$ cat src/rtl/uer_pkg.sv
// Shared types, codes and constants of the ultrasonic echo ranger.
package uer_pkg;

	// Field widths.
	localparam int SPAN_W = 16;
	localparam int TICK_W = 8;
	localparam int DIST_W = 14;

	// Default window depth and reset value of the trigger length register.
	localparam int WINDOW_DEPTH_DEF = 3;
	localparam logic [TICK_W-1:0] TRIG_TICKS_RST = 8'd2;

	// Distance scaling: floor(f * 1715 / 10000) = floor(floor(f * 343 / 16) / 125).
	// The division by 125 is a multiplication by ceil(2^34 / 125) and a shift by 34,
	// which is exact for every dividend below 2^21.
	localparam int X_W = 25;
	localparam int Y_W = 21;
	localparam int P_W = 49;
	localparam logic [8:0] DIST_MUL = 9'd343;
	localparam int DIST_PRE_SHIFT = 4;
	localparam logic [27:0] RECIP_M = 28'd137438954;
	localparam int RECIP_SHIFT = 34;

	// Request codes of an input item.
	typedef enum logic [1:0] {
		REQ_START = 2'd0,
		REQ_TICK  = 2'd1,
		REQ_ECHO  = 2'd2,
		REQ_NONE  = 2'd3
	} uer_req_t;

	// Controller states.
	typedef enum logic [2:0] {
		S_IDLE,
		S_DSTART,
		S_DIV,
		S_MUL1,
		S_MUL2,
		S_PUB
	} uer_state_t;

	// Commands from the controller to the datapath.
	typedef struct packed {
		logic accept;
		logic div_start;
		logic filt_load;
		logic mul1;
		logic mul2;
		logic pub;
	} uer_cmd_t;

	// Status from the datapath to the controller.
	typedef struct packed {
		logic completes;
		logic div_done;
	} uer_sts_t;

	// One result item.
	typedef struct packed {
		logic              trig_level;
		logic              echo_armed;
		logic              sample_valid;
		logic [SPAN_W-1:0] echo_span;
		logic [SPAN_W-1:0] filtered_span;
		logic [DIST_W-1:0] distance_mm;
	} uer_res_t;

endpackage

$ cat src/rtl/uer_if.sv
// Channel interfaces of the ultrasonic echo ranger: input items, result items, configuration.
interface uer_meas_if;
	logic        valid;
	logic        ready;
	logic [1:0]  req_type;
	logic [15:0] timer_count;

	modport source (output valid, output req_type, output timer_count, input ready);
	modport sink (input valid, input req_type, input timer_count, output ready);
endinterface

interface uer_result_if;
	logic        valid;
	logic        ready;
	logic        trig_level;
	logic        echo_armed;
	logic        sample_valid;
	logic [15:0] echo_span;
	logic [15:0] filtered_span;
	logic [13:0] distance_mm;

	modport source (output valid, output trig_level, output echo_armed, output sample_valid,
		output echo_span, output filtered_span, output distance_mm, input ready);
	modport sink (input valid, input trig_level, input echo_armed, input sample_valid,
		input echo_span, input filtered_span, input distance_mm, output ready);
endinterface

interface uer_cfg_if;
	logic       valid;
	logic       ready;
	logic [7:0] trig_ticks;

	modport source (output valid, output trig_ticks, input ready);
	modport sink (input valid, input trig_ticks, output ready);
endinterface

$ cat src/rtl/uer_div.sv
// Restoring divider, one quotient bit per cycle, for the window mean.
module uer_div #(
	parameter int SUM_W = 18,
	parameter int CNT_W = 2
) (
	input  logic             clk,
	input  logic             arst_n,
	input  logic             start,
	input  logic [SUM_W-1:0] dividend,
	input  logic [CNT_W-1:0] divisor,
	output logic [SUM_W-1:0] quotient,
	output logic             done
);

	localparam int IT_W = $clog2(SUM_W + 1);

	logic             busy_q;
	logic             done_q;
	logic [IT_W-1:0]  cnt_q;
	logic [CNT_W-1:0] rem_q;
	logic [SUM_W-1:0] quo_q;
	logic [CNT_W:0]   trial;
	logic             fits;

	// Bring down the next dividend bit and test the divisor against it.
	assign trial = {rem_q, quo_q[SUM_W-1]};
	assign fits  = trial >= {1'b0, divisor};

	// Iteration control.
	always_ff @(posedge clk or negedge arst_n) begin
		if (!arst_n) begin
			busy_q <= 1'b0;
			done_q <= 1'b0;
			cnt_q  <= '0;
		end else begin
			done_q <= 1'b0;
			if (start) begin
				busy_q <= 1'b1;
				cnt_q  <= IT_W'(SUM_W);
			end else if (busy_q) begin
				cnt_q <= cnt_q - 1'b1;
				if (cnt_q == IT_W'(1)) begin
					busy_q <= 1'b0;
					done_q <= 1'b1;
				end
			end
		end
	end

	// Partial remainder and quotient shift register.
	always_ff @(posedge clk) begin
		if (start) begin
			rem_q <= '0;
			quo_q <= dividend;
		end else if (busy_q) begin
			rem_q <= fits ? CNT_W'(trial - {1'b0, divisor}) : trial[CNT_W-1:0];
			quo_q <= {quo_q[SUM_W-2:0], fits};
		end
	end

	assign quotient = quo_q;
	assign done     = done_q;

endmodule

$ cat src/rtl/uer_dp.sv
// Datapath of the ultrasonic echo ranger: trigger and capture state, span window, mean, distance.
module uer_dp #(
	parameter int WINDOW_DEPTH = 3
) (
	input  logic              clk,
	input  logic              arst_n,
	input  uer_pkg::uer_cmd_t cmd,
	output uer_pkg::uer_sts_t sts,
	input  logic [1:0]        req_type,
	input  logic [15:0]       timer_count,
	input  logic              cfg_we,
	input  logic [7:0]        cfg_trig_ticks,
	output uer_pkg::uer_res_t res
);
	import uer_pkg::*;

	localparam int CNT_W = $clog2(WINDOW_DEPTH + 1);
	localparam int SUM_W = SPAN_W + $clog2(WINDOW_DEPTH);

	logic [TICK_W-1:0] trig_ticks_q;
	logic              trig_active_q;
	logic              trig_pend_q;
	logic [TICK_W-1:0] tick_count_q;
	logic              trig_pin_q;
	logic              capture_armed_q;
	logic              echo_phase_q;
	logic [SPAN_W-1:0] start_count_q;
	logic [SPAN_W-1:0] win_q [WINDOW_DEPTH];
	logic [CNT_W-1:0]  fill_q;
	logic [SUM_W-1:0]  sum_q;
	logic [SPAN_W-1:0] last_span_q;
	logic              sample_valid_q;
	logic [SPAN_W-1:0] filt_q;
	logic [X_W-1:0]    x_s1;
	logic [DIST_W-1:0] dist_q;
	uer_res_t          res_q;

	logic [TICK_W-1:0] tick_inc;
	logic [SPAN_W-1:0] span;
	logic [SUM_W-1:0]  quotient;
	logic              div_done;
	logic [Y_W-1:0]    y;
	logic [P_W-1:0]    prod;

	assign tick_inc = tick_count_q + 1'b1;
	assign span     = timer_count - start_count_q;

	// The current item closes an echo span.
	assign sts.completes = (req_type == REQ_ECHO) && capture_armed_q && echo_phase_q;
	assign sts.div_done  = div_done;

	// Trigger length register.
	always_ff @(posedge clk or negedge arst_n) begin
		if (!arst_n) begin
			trig_ticks_q <= TRIG_TICKS_RST;
		end else if (cfg_we) begin
			trig_ticks_q <= cfg_trig_ticks;
		end
	end

	// Trigger sequencer and echo capture, updated when an item is accepted.
	always_ff @(posedge clk or negedge arst_n) begin
		if (!arst_n) begin
			trig_active_q   <= 1'b0;
			trig_pend_q     <= 1'b0;
			tick_count_q    <= '0;
			trig_pin_q      <= 1'b0;
			capture_armed_q <= 1'b0;
			echo_phase_q    <= 1'b0;
			start_count_q   <= '0;
			last_span_q     <= '0;
			sample_valid_q  <= 1'b0;
			fill_q          <= '0;
			sum_q           <= '0;
			for (int i = 0; i < WINDOW_DEPTH; i++) begin
				win_q[i] <= '0;
			end
		end else if (cmd.accept) begin
			sample_valid_q <= sts.completes;
			case (uer_req_t'(req_type))
				REQ_START: begin
					trig_active_q <= 1'b1;
					trig_pend_q   <= 1'b1;
				end
				REQ_TICK: begin
					if (trig_active_q) begin
						if (trig_pend_q) begin
							trig_pin_q  <= 1'b1;
							trig_pend_q <= 1'b0;
						end
						if (tick_inc >= trig_ticks_q) begin
							trig_pin_q      <= 1'b0;
							capture_armed_q <= 1'b1;
							echo_phase_q    <= 1'b0;
							trig_active_q   <= 1'b0;
							tick_count_q    <= '0;
						end else begin
							tick_count_q <= tick_inc;
						end
					end
				end
				REQ_ECHO: begin
					if (capture_armed_q) begin
						if (!echo_phase_q) begin
							start_count_q <= timer_count;
							echo_phase_q  <= 1'b1;
						end else begin
							last_span_q     <= span;
							echo_phase_q    <= 1'b0;
							capture_armed_q <= 1'b0;
							// Unfilled entries hold zero, so the running sum
							// always covers exactly the valid samples.
							sum_q <= sum_q + SUM_W'(span) - SUM_W'(win_q[0]);
							for (int i = 0; i < WINDOW_DEPTH - 1; i++) begin
								win_q[i] <= win_q[i+1];
							end
							win_q[WINDOW_DEPTH-1] <= span;
							if (fill_q != CNT_W'(WINDOW_DEPTH)) begin
								fill_q <= fill_q + 1'b1;
							end
						end
					end
				end
				default: begin
				end
			endcase
		end
	end

	// Mean of the window: running sum divided by the sample count.
	uer_div #(
		.SUM_W(SUM_W),
		.CNT_W(CNT_W)
	) u_div (
		.clk      (clk),
		.arst_n   (arst_n),
		.start    (cmd.div_start),
		.dividend (sum_q),
		.divisor  (fill_q),
		.quotient (quotient),
		.done     (div_done)
	);

	// Filtered value and distance in two multiply steps.
	assign y    = x_s1[X_W-1:DIST_PRE_SHIFT];
	assign prod = P_W'(y) * P_W'(RECIP_M);

	always_ff @(posedge clk or negedge arst_n) begin
		if (!arst_n) begin
			filt_q <= '0;
			dist_q <= '0;
		end else begin
			if (cmd.filt_load) begin
				filt_q <= quotient[SPAN_W-1:0];
			end
			if (cmd.mul2) begin
				dist_q <= prod[RECIP_SHIFT +: DIST_W];
			end
		end
	end

	always_ff @(posedge clk) begin
		if (cmd.mul1) begin
			x_s1 <= X_W'(filt_q) * X_W'(DIST_MUL);
		end
	end

	// Output register; it holds a result while the next item is worked on.
	always_ff @(posedge clk) begin
		if (cmd.pub) begin
			res_q.trig_level    <= trig_pin_q;
			res_q.echo_armed    <= capture_armed_q;
			res_q.sample_valid  <= sample_valid_q;
			res_q.echo_span     <= last_span_q;
			res_q.filtered_span <= filt_q;
			res_q.distance_mm   <= dist_q;
		end
	end

	assign res = res_q;

	// An empty window sums to zero.
	a_empty_sum: assert property (@(posedge clk) disable iff (!arst_n)
		fill_q == '0 |-> sum_q == '0)
		else $error("span sum nonzero with empty window");

	// The echo phase is only ever set while capture is armed.
	a_phase_armed: assert property (@(posedge clk) disable iff (!arst_n)
		echo_phase_q |-> capture_armed_q)
		else $error("echo phase set while capture disarmed");

	// The sample count saturates at the window depth.
	a_fill_bound: assert property (@(posedge clk) disable iff (!arst_n)
		fill_q <= CNT_W'(WINDOW_DEPTH))
		else $error("sample count beyond window depth");

endmodule

$ cat src/rtl/uer_ctrl.sv
// Controller state machine of the ultrasonic echo ranger.
module uer_ctrl (
	input  logic              clk,
	input  logic              arst_n,
	input  logic              in_valid,
	output logic              in_ready,
	output logic              out_valid,
	input  logic              out_ready,
	input  uer_pkg::uer_sts_t sts,
	output uer_pkg::uer_cmd_t cmd
);
	import uer_pkg::*;

	uer_state_t state_q;
	uer_state_t state_d;
	logic       out_valid_q;

	// State register and output valid flag.
	always_ff @(posedge clk or negedge arst_n) begin
		if (!arst_n) begin
			state_q     <= S_IDLE;
			out_valid_q <= 1'b0;
		end else begin
			state_q <= state_d;
			if (cmd.pub) begin
				out_valid_q <= 1'b1;
			end else if (out_ready) begin
				out_valid_q <= 1'b0;
			end
		end
	end

	// Next state and commands.
	always_comb begin
		state_d  = state_q;
		cmd      = '0;
		in_ready = 1'b0;
		case (state_q)
			S_IDLE: begin
				in_ready = 1'b1;
				if (in_valid) begin
					cmd.accept = 1'b1;
					state_d    = sts.completes ? S_DSTART : S_PUB;
				end
			end
			S_DSTART: begin
				cmd.div_start = 1'b1;
				state_d       = S_DIV;
			end
			S_DIV: begin
				if (sts.div_done) begin
					cmd.filt_load = 1'b1;
					state_d       = S_MUL1;
				end
			end
			S_MUL1: begin
				cmd.mul1 = 1'b1;
				state_d  = S_MUL2;
			end
			S_MUL2: begin
				cmd.mul2 = 1'b1;
				state_d  = S_PUB;
			end
			S_PUB: begin
				if (!out_valid_q || out_ready) begin
					cmd.pub = 1'b1;
					state_d = S_IDLE;
				end
			end
			default: begin
				state_d = S_IDLE;
			end
		endcase
	end

	assign out_valid = out_valid_q;

	// An item that closes a span runs through the divider.
	a_span_divides: assert property (@(posedge clk) disable iff (!arst_n)
		cmd.accept && sts.completes |=> state_q == S_DSTART)
		else $error("completed span skipped the divider");

	// Any other item goes straight to publishing.
	a_plain_publish: assert property (@(posedge clk) disable iff (!arst_n)
		cmd.accept && !sts.completes |=> state_q == S_PUB)
		else $error("plain item did not go to publish");

	// The divider result is followed by the distance multiply.
	a_div_to_mul: assert property (@(posedge clk) disable iff (!arst_n)
		state_q == S_DIV && sts.div_done |=> state_q == S_MUL1)
		else $error("divider result not followed by multiply");

endmodule

$ cat src/rtl/ultrasonic_echo_ranger.sv
// Top level of the ultrasonic echo ranger: channels, controller and datapath.
//
//   channel  modport  carries                                        moves on
//   meas     sink     req_type, timer_count                          valid & ready
//   result   source   trig_level, echo_armed, sample_valid,          valid & ready
//                     echo_span, filtered_span, distance_mm
//   cfg      sink     trig_ticks                                     valid & ready
//
// Any item that does not close an echo span is accepted and then loaded for publishing.
// An item that closes an echo span runs through the one-bit-per-cycle window-mean divider,
// then two multiply steps, before publishing. The block takes the next item while a result
// waits, and stalls before publishing until the output register is free; cfg is always
// ready. arst_n clears all but res_q, x_s1 and the divider's rem_q and quo_q.
module ultrasonic_echo_ranger #(
	parameter int WINDOW_DEPTH = uer_pkg::WINDOW_DEPTH_DEF
) (
	input logic           clk,
	input logic           arst_n,
	uer_meas_if.sink      meas,
	uer_result_if.source  result,
	uer_cfg_if.sink       cfg
);
	import uer_pkg::*;

	uer_cmd_t cmd;
	uer_sts_t sts;
	uer_res_t res;

	// Configuration writes are taken in any cycle.
	assign cfg.ready = 1'b1;

	uer_ctrl u_ctrl (
		.clk       (clk),
		.arst_n    (arst_n),
		.in_valid  (meas.valid),
		.in_ready  (meas.ready),
		.out_valid (result.valid),
		.out_ready (result.ready),
		.sts       (sts),
		.cmd       (cmd)
	);

	uer_dp #(
		.WINDOW_DEPTH(WINDOW_DEPTH)
	) u_dp (
		.clk            (clk),
		.arst_n         (arst_n),
		.cmd            (cmd),
		.sts            (sts),
		.req_type       (meas.req_type),
		.timer_count    (meas.timer_count),
		.cfg_we         (cfg.valid),
		.cfg_trig_ticks (cfg.trig_ticks),
		.res            (res)
	);

	// Result item fields.
	assign result.trig_level    = res.trig_level;
	assign result.echo_armed    = res.echo_armed;
	assign result.sample_valid  = res.sample_valid;
	assign result.echo_span     = res.echo_span;
	assign result.filtered_span = res.filtered_span;
	assign result.distance_mm   = res.distance_mm;

endmodule
$ cat src/flat_wrapper.sv
// flat-port wrapper written by rule: the top's interface ports become plain ports
module ultrasonic_echo_ranger_flat import uer_pkg::*;
#(
	parameter int WINDOW_DEPTH = uer_pkg::WINDOW_DEPTH_DEF
)
  (clk, arst_n, meas_valid, meas_req_type, meas_timer_count, meas_ready, result_valid, result_trig_level, result_echo_armed, result_sample_valid, result_echo_span, result_filtered_span, result_distance_mm, result_ready, cfg_valid, cfg_trig_ticks, cfg_ready);
  uer_meas_if meas_i ();
  uer_result_if result_i ();
  uer_cfg_if cfg_i ();
  input logic clk;
  input logic arst_n;
  input wire logic [$bits(meas_i.valid)-1:0] meas_valid;
  input wire logic [$bits(meas_i.req_type)-1:0] meas_req_type;
  input wire logic [$bits(meas_i.timer_count)-1:0] meas_timer_count;
  output wire logic [$bits(meas_i.ready)-1:0] meas_ready;
  output wire logic [$bits(result_i.valid)-1:0] result_valid;
  output wire logic [$bits(result_i.trig_level)-1:0] result_trig_level;
  output wire logic [$bits(result_i.echo_armed)-1:0] result_echo_armed;
  output wire logic [$bits(result_i.sample_valid)-1:0] result_sample_valid;
  output wire logic [$bits(result_i.echo_span)-1:0] result_echo_span;
  output wire logic [$bits(result_i.filtered_span)-1:0] result_filtered_span;
  output wire logic [$bits(result_i.distance_mm)-1:0] result_distance_mm;
  input wire logic [$bits(result_i.ready)-1:0] result_ready;
  input wire logic [$bits(cfg_i.valid)-1:0] cfg_valid;
  input wire logic [$bits(cfg_i.trig_ticks)-1:0] cfg_trig_ticks;
  output wire logic [$bits(cfg_i.ready)-1:0] cfg_ready;
  assign meas_i.valid = meas_valid;
  assign meas_i.req_type = meas_req_type;
  assign meas_i.timer_count = meas_timer_count;
  assign meas_ready = meas_i.ready;
  assign result_valid = result_i.valid;
  assign result_trig_level = result_i.trig_level;
  assign result_echo_armed = result_i.echo_armed;
  assign result_sample_valid = result_i.sample_valid;
  assign result_echo_span = result_i.echo_span;
  assign result_filtered_span = result_i.filtered_span;
  assign result_distance_mm = result_i.distance_mm;
  assign result_i.ready = result_ready;
  assign cfg_i.valid = cfg_valid;
  assign cfg_i.trig_ticks = cfg_trig_ticks;
  assign cfg_ready = cfg_i.ready;
  ultrasonic_echo_ranger #(.WINDOW_DEPTH(WINDOW_DEPTH)) u_core (.clk(clk), .arst_n(arst_n), .meas(meas_i), .result(result_i), .cfg(cfg_i));
endmodule
$ cat config.mk
export PLATFORM = sky130hd
export DESIGN_NAME = ultrasonic_echo_ranger_flat
export DESIGN_NICKNAME = d
export VERILOG_FILES = /design/src/rtl/uer_pkg.sv /design/src/rtl/uer_if.sv /design/src/rtl/uer_div.sv /design/src/rtl/uer_dp.sv /design/src/rtl/uer_ctrl.sv /design/src/rtl/ultrasonic_echo_ranger.sv /design/src/flat_wrapper.sv
export SDC_FILE = /design/constraint.sdc
export NUM_CORES = 1
export LEC_CHECK = 0
export ABC_AREA = 1
export BUFFER_PORTS_ARGS = -buffer_cell sky130_fd_sc_hd__buf_2
export CORE_MARGIN = 4
export CORE_UTILIZATION = 40
export CTS_CLUSTER_DIAMETER = 50
export DETAILED_ROUTE_END_ITERATION = 12
export GPL_TIMING_DRIVEN = 0
export HOLD_SLACK_MARGIN = 0.15
export PLACE_DENSITY = 0.6
export SYNTH_ARGS = -nofsm -noshare
export SYNTH_HDL_FRONTEND = slang
export SYNTH_SLANG_ARGS = --single-unit
$ cat constraint.sdc
create_clock -name clk -period 8.01 [get_ports clk]
set_clock_uncertainty 0.15 [all_clocks]
set_input_delay 0.801 -clock clk [delete_from_list [all_inputs] [get_ports clk]]
set_output_delay 0.801 -clock clk [all_outputs]
set_load 0.02 [all_outputs]
==> out/results.ini <==
[placement]
dp_hpwl_mm = 47.68
gp_congestion = 0.9291
place_ws_ns = 1.583
dp_cells = 3623
port_buffers = 81

[setup_path]
worstPathArrival_ns = 6.72
path_delay_family = adder cells
cp_num_buf_inv = 5
cp.required_ns = 8.32
r2r_end = u_core.u_dp.dist_q[12]
path_cells = inv_1 -> fa_1 -> fa_1 -> inv_1 -> fa_1 -> fa_1 -> inv_1 -> fa_1 -> fa_1 -> fa_1 -> inv_1 -> ha_1 -> nand2_1 -> nor2_1 -> nand2_1 -> inv_1 -> nand2_1 -> nand2_1 -> nand2_1 -> nand3_1 -> nand2_1 -> nand3_1 -> nand2_1
crit_start = u_core.u_dp.x_s1[19]
crit_cells = 23
start_kind = flop
setup.worst_path.class = reg2reg
r2r_slack_ns = 1.60
r2r_cells = 23
crit_slowest_cell = edfxtp_1
endpoint_kind = flop
crit_path_max_incr_delay_ns = 0.68
r2r_start = u_core.u_dp.x_s1[19]
path_max_fanout = 8

[final_layout]
nFillCells = 5734
nets = 3495
final_cell_mix = nand2_1, inv_1, ha_1
fin_cells = 3678
layout_commonest_cell = nand2_1
multi_input_area_sq_mm = 0.01469
n_antenna_cell = 0
area_growth_pct = 10.30
final_layout_size_suffix_gt1_frac = 0.05699
seqCellArea_sq_mm = 0.006362

[timing]
fin_ws_ns = 1.605
finalCritPeriodShare = 0.7997
max_clock_freq_mhz = 156.1
relSlewSlack = 0.3858
report.final.setup_viol = 0
fin_tns_setup_ns = 0
rsz0062_at_grt = no
finalHoldViolations = 0
maxSlewViolCount = 0
tightest_slew_ns = 0.9180
hold_slack_ns = 0.2801
min_period_ns = 6.405

[clock_network]
clock_sinks = 237
root_buffer = clkbuf_16
cts_made_buffers = 29
clock_latency_ns = 0.58
clk_pin_slew_worst_paths_ns = 0.06
cts_tree = yes
h-tree-depth = 1
ctsLongestPathBuffers = 3

[yosys]
synthMuxAreaShare = 0.0004756
async_reset_ff_frac = 0.6203
synth_seq_area_share = 0.2687
synth_cells = 2774
avgSynthCellArea_sq_um = 8.536
synth_cell_type_count = 45
synth_compound_area_frac = 0.05744
synth_seq_cells = 237
syn_area_sq_mm = 0.02368
synthFlopType = dfrtp_1
synth_top_family_by_area = adder cells
syn-num-nets = 3379
ys_warn_count = 0
synth-xor-area-share = 0.01776
synth_edf_count = 88
synth_simple_gate_area_share = 0.1670
synthAdderAreaFrac = 0.3772

[floorplan]
rows = 88
fp.dieH_um = 251.3
core_area_sq_mm = 0.05814
die_area_sq_mm = 0.06315
boundaryPins = 83
initial_core_util = 0.4073
die_x_um = 251.3

[grt]
grt_max_degree = 82
grt_usage = 0.1836
overflow = 0
antenna_found_initial = 0
grt_pass1_wl_mm = 94.55
grt_pass1_vias = 18600

[drt]
first_iter_violations = 823
final_antenna_net_count = 0
drt_wl_total_mm = 56.43
num_vias = 17520
drtPass1Iterations = 5
vias_per_cell = 4.764
drc_errors = 0
wire_per_inst_um = 15.34

[hold_path]
hold_path_class = in2reg
min_to = u_core.u_ctrl.out_valid
min_from = result_ready
whs_path_depth = 2

[job]
maxCapViolCount = 0

[run_status]
outcome = completed

registers in the layout (all words and copies together), names as in the netlist, 5 cells and up:
name	cells
u_core.u_dp.dist_q	14
u_core.u_dp.filt_q	16
u_core.u_dp.last_span_q	16
u_core.u_dp.res	49
u_core.u_dp.start_count_q	16
u_core.u_dp.sum_q	18
u_core.u_dp.tick_count_q	8
u_core.u_dp.trig_ticks_q	8
u_core.u_dp.u_div.cnt_q	5
u_core.u_dp.u_div.quotient	18
u_core.u_dp.win_q	32
u_core.u_dp.x_s1	21
worst max-delay path by stage:
stage | end | slack (ns)
final | u_core.u_dp.dist_q[12] | 1.60
after global routing | u_core.u_dp.dist_q[9] | 1.24
after CTS | u_core.u_dp.dist_q[12] | 1.61
after detailed placement | u_core.u_dp.dist_q[12] | 1.58
after global placement | u_core.u_dp.dist_q[9] | 1.65
after floorplan | u_core.u_dp.dist_q[5] | 2.35
layer usage:
metal / wire [um] / global-route usage / vias to the layer above
met3: 1799 / 0.01935 / 88
met5: 0 / 0 / -
met2: 27960 / 0.3292 / 263
met1: 25000 / 0.2360 / 8373
li1: - / - / 8799
met4: 1680 / 0.05246 / 0
Yosys cell counts, types with 10 or more instances:
library cell  instances  area share
a21oi_1              84       0.018
nand2_1             672        0.11
o21ai_0             107       0.023
fa_1                233        0.20
o21ai_1              22      0.0047
buf_2                13      0.0027
edfxtp_1             88        0.11
nand4_1              12      0.0032
xnor2_1              18      0.0067
nand3b_1             12      0.0038
nor3_1               16      0.0034
inv_1               658        0.10
nand3_1              91       0.019
xor2_1               30       0.011
nor2_1              156       0.025
ha_1                341        0.18
dfrtp_1             146        0.15
a21o_1               10      0.0032
layout make-up:
| class | count | area share |
|---|---|---|
| Multi-Input combinational cell | 1849 | 0.5625 |
| Sequential cell | 237 | 0.2436 |
| Inverter | 661 | 0.09510 |
| Tap cell | 765 | 0.03665 |
| Clock buffer | 34 | 0.02889 |
| Timing Repair Buffer | 85 | 0.01854 |
| Clock inverter | 20 | 0.008911 |
| Buffer | 27 | 0.005797 |
per-stage QoR:
stage / area [sq um] / util
floorplan: 23680 / -
global placement: 25040 / 0.4307
CTS: 26120 / 0.4492
detailed placement: 25120 / 0.4321
finish: 26120 / 0.4492
global route: 26120 / 0.4492
kinds of logic (layout without fill, tap and decap cells):
| group | after synthesis | after routing |
|---|---|---|
| and+or+nand+nor | 972 | 972 |
| buffers and inverters | 688 | 827 |
| adders and majority gates | 574 | 574 |
| AOI/OAI and AO/OA | 253 | 253 |
| DFF | 237 | 237 |
| xor gates and xnor gates | 48 | 48 |
| other | 1 | 1 |
| muxes | 1 | 1 |
worst reg2reg max path: stages, from the launching register on:
cell      delay, ns
edfxtp_1       0.68
inv_1          0.14
fa_1           0.49
fa_1           0.55
inv_1          0.05
fa_1           0.48
fa_1           0.56
inv_1          0.06
fa_1           0.52
fa_1           0.55
fa_1           0.55
inv_1          0.04
ha_1           0.31
nand2_1        0.09
nor2_1         0.21
nand2_1        0.18
inv_1          0.08
nand2_1        0.05
nand2_1        0.14
nand2_1        0.09
nand3_1        0.08
nand2_1        0.06
nand3_1        0.13
nand2_1        0.06
repair_timing:
| action | CTS | global route |
|---|---|---|
| endpoints found under the setup margin | 0 | 0 |
| hold endpoints to repair | 66 | 0 |
| buffers inserted | 0 | 0 |
| resized for setup | 0 | 0 |
| hold buffers | 1 | 0 |
Power is not shown: default switching activity piles up to over one toggle a cycle in this logic, so the estimate is an artifact.
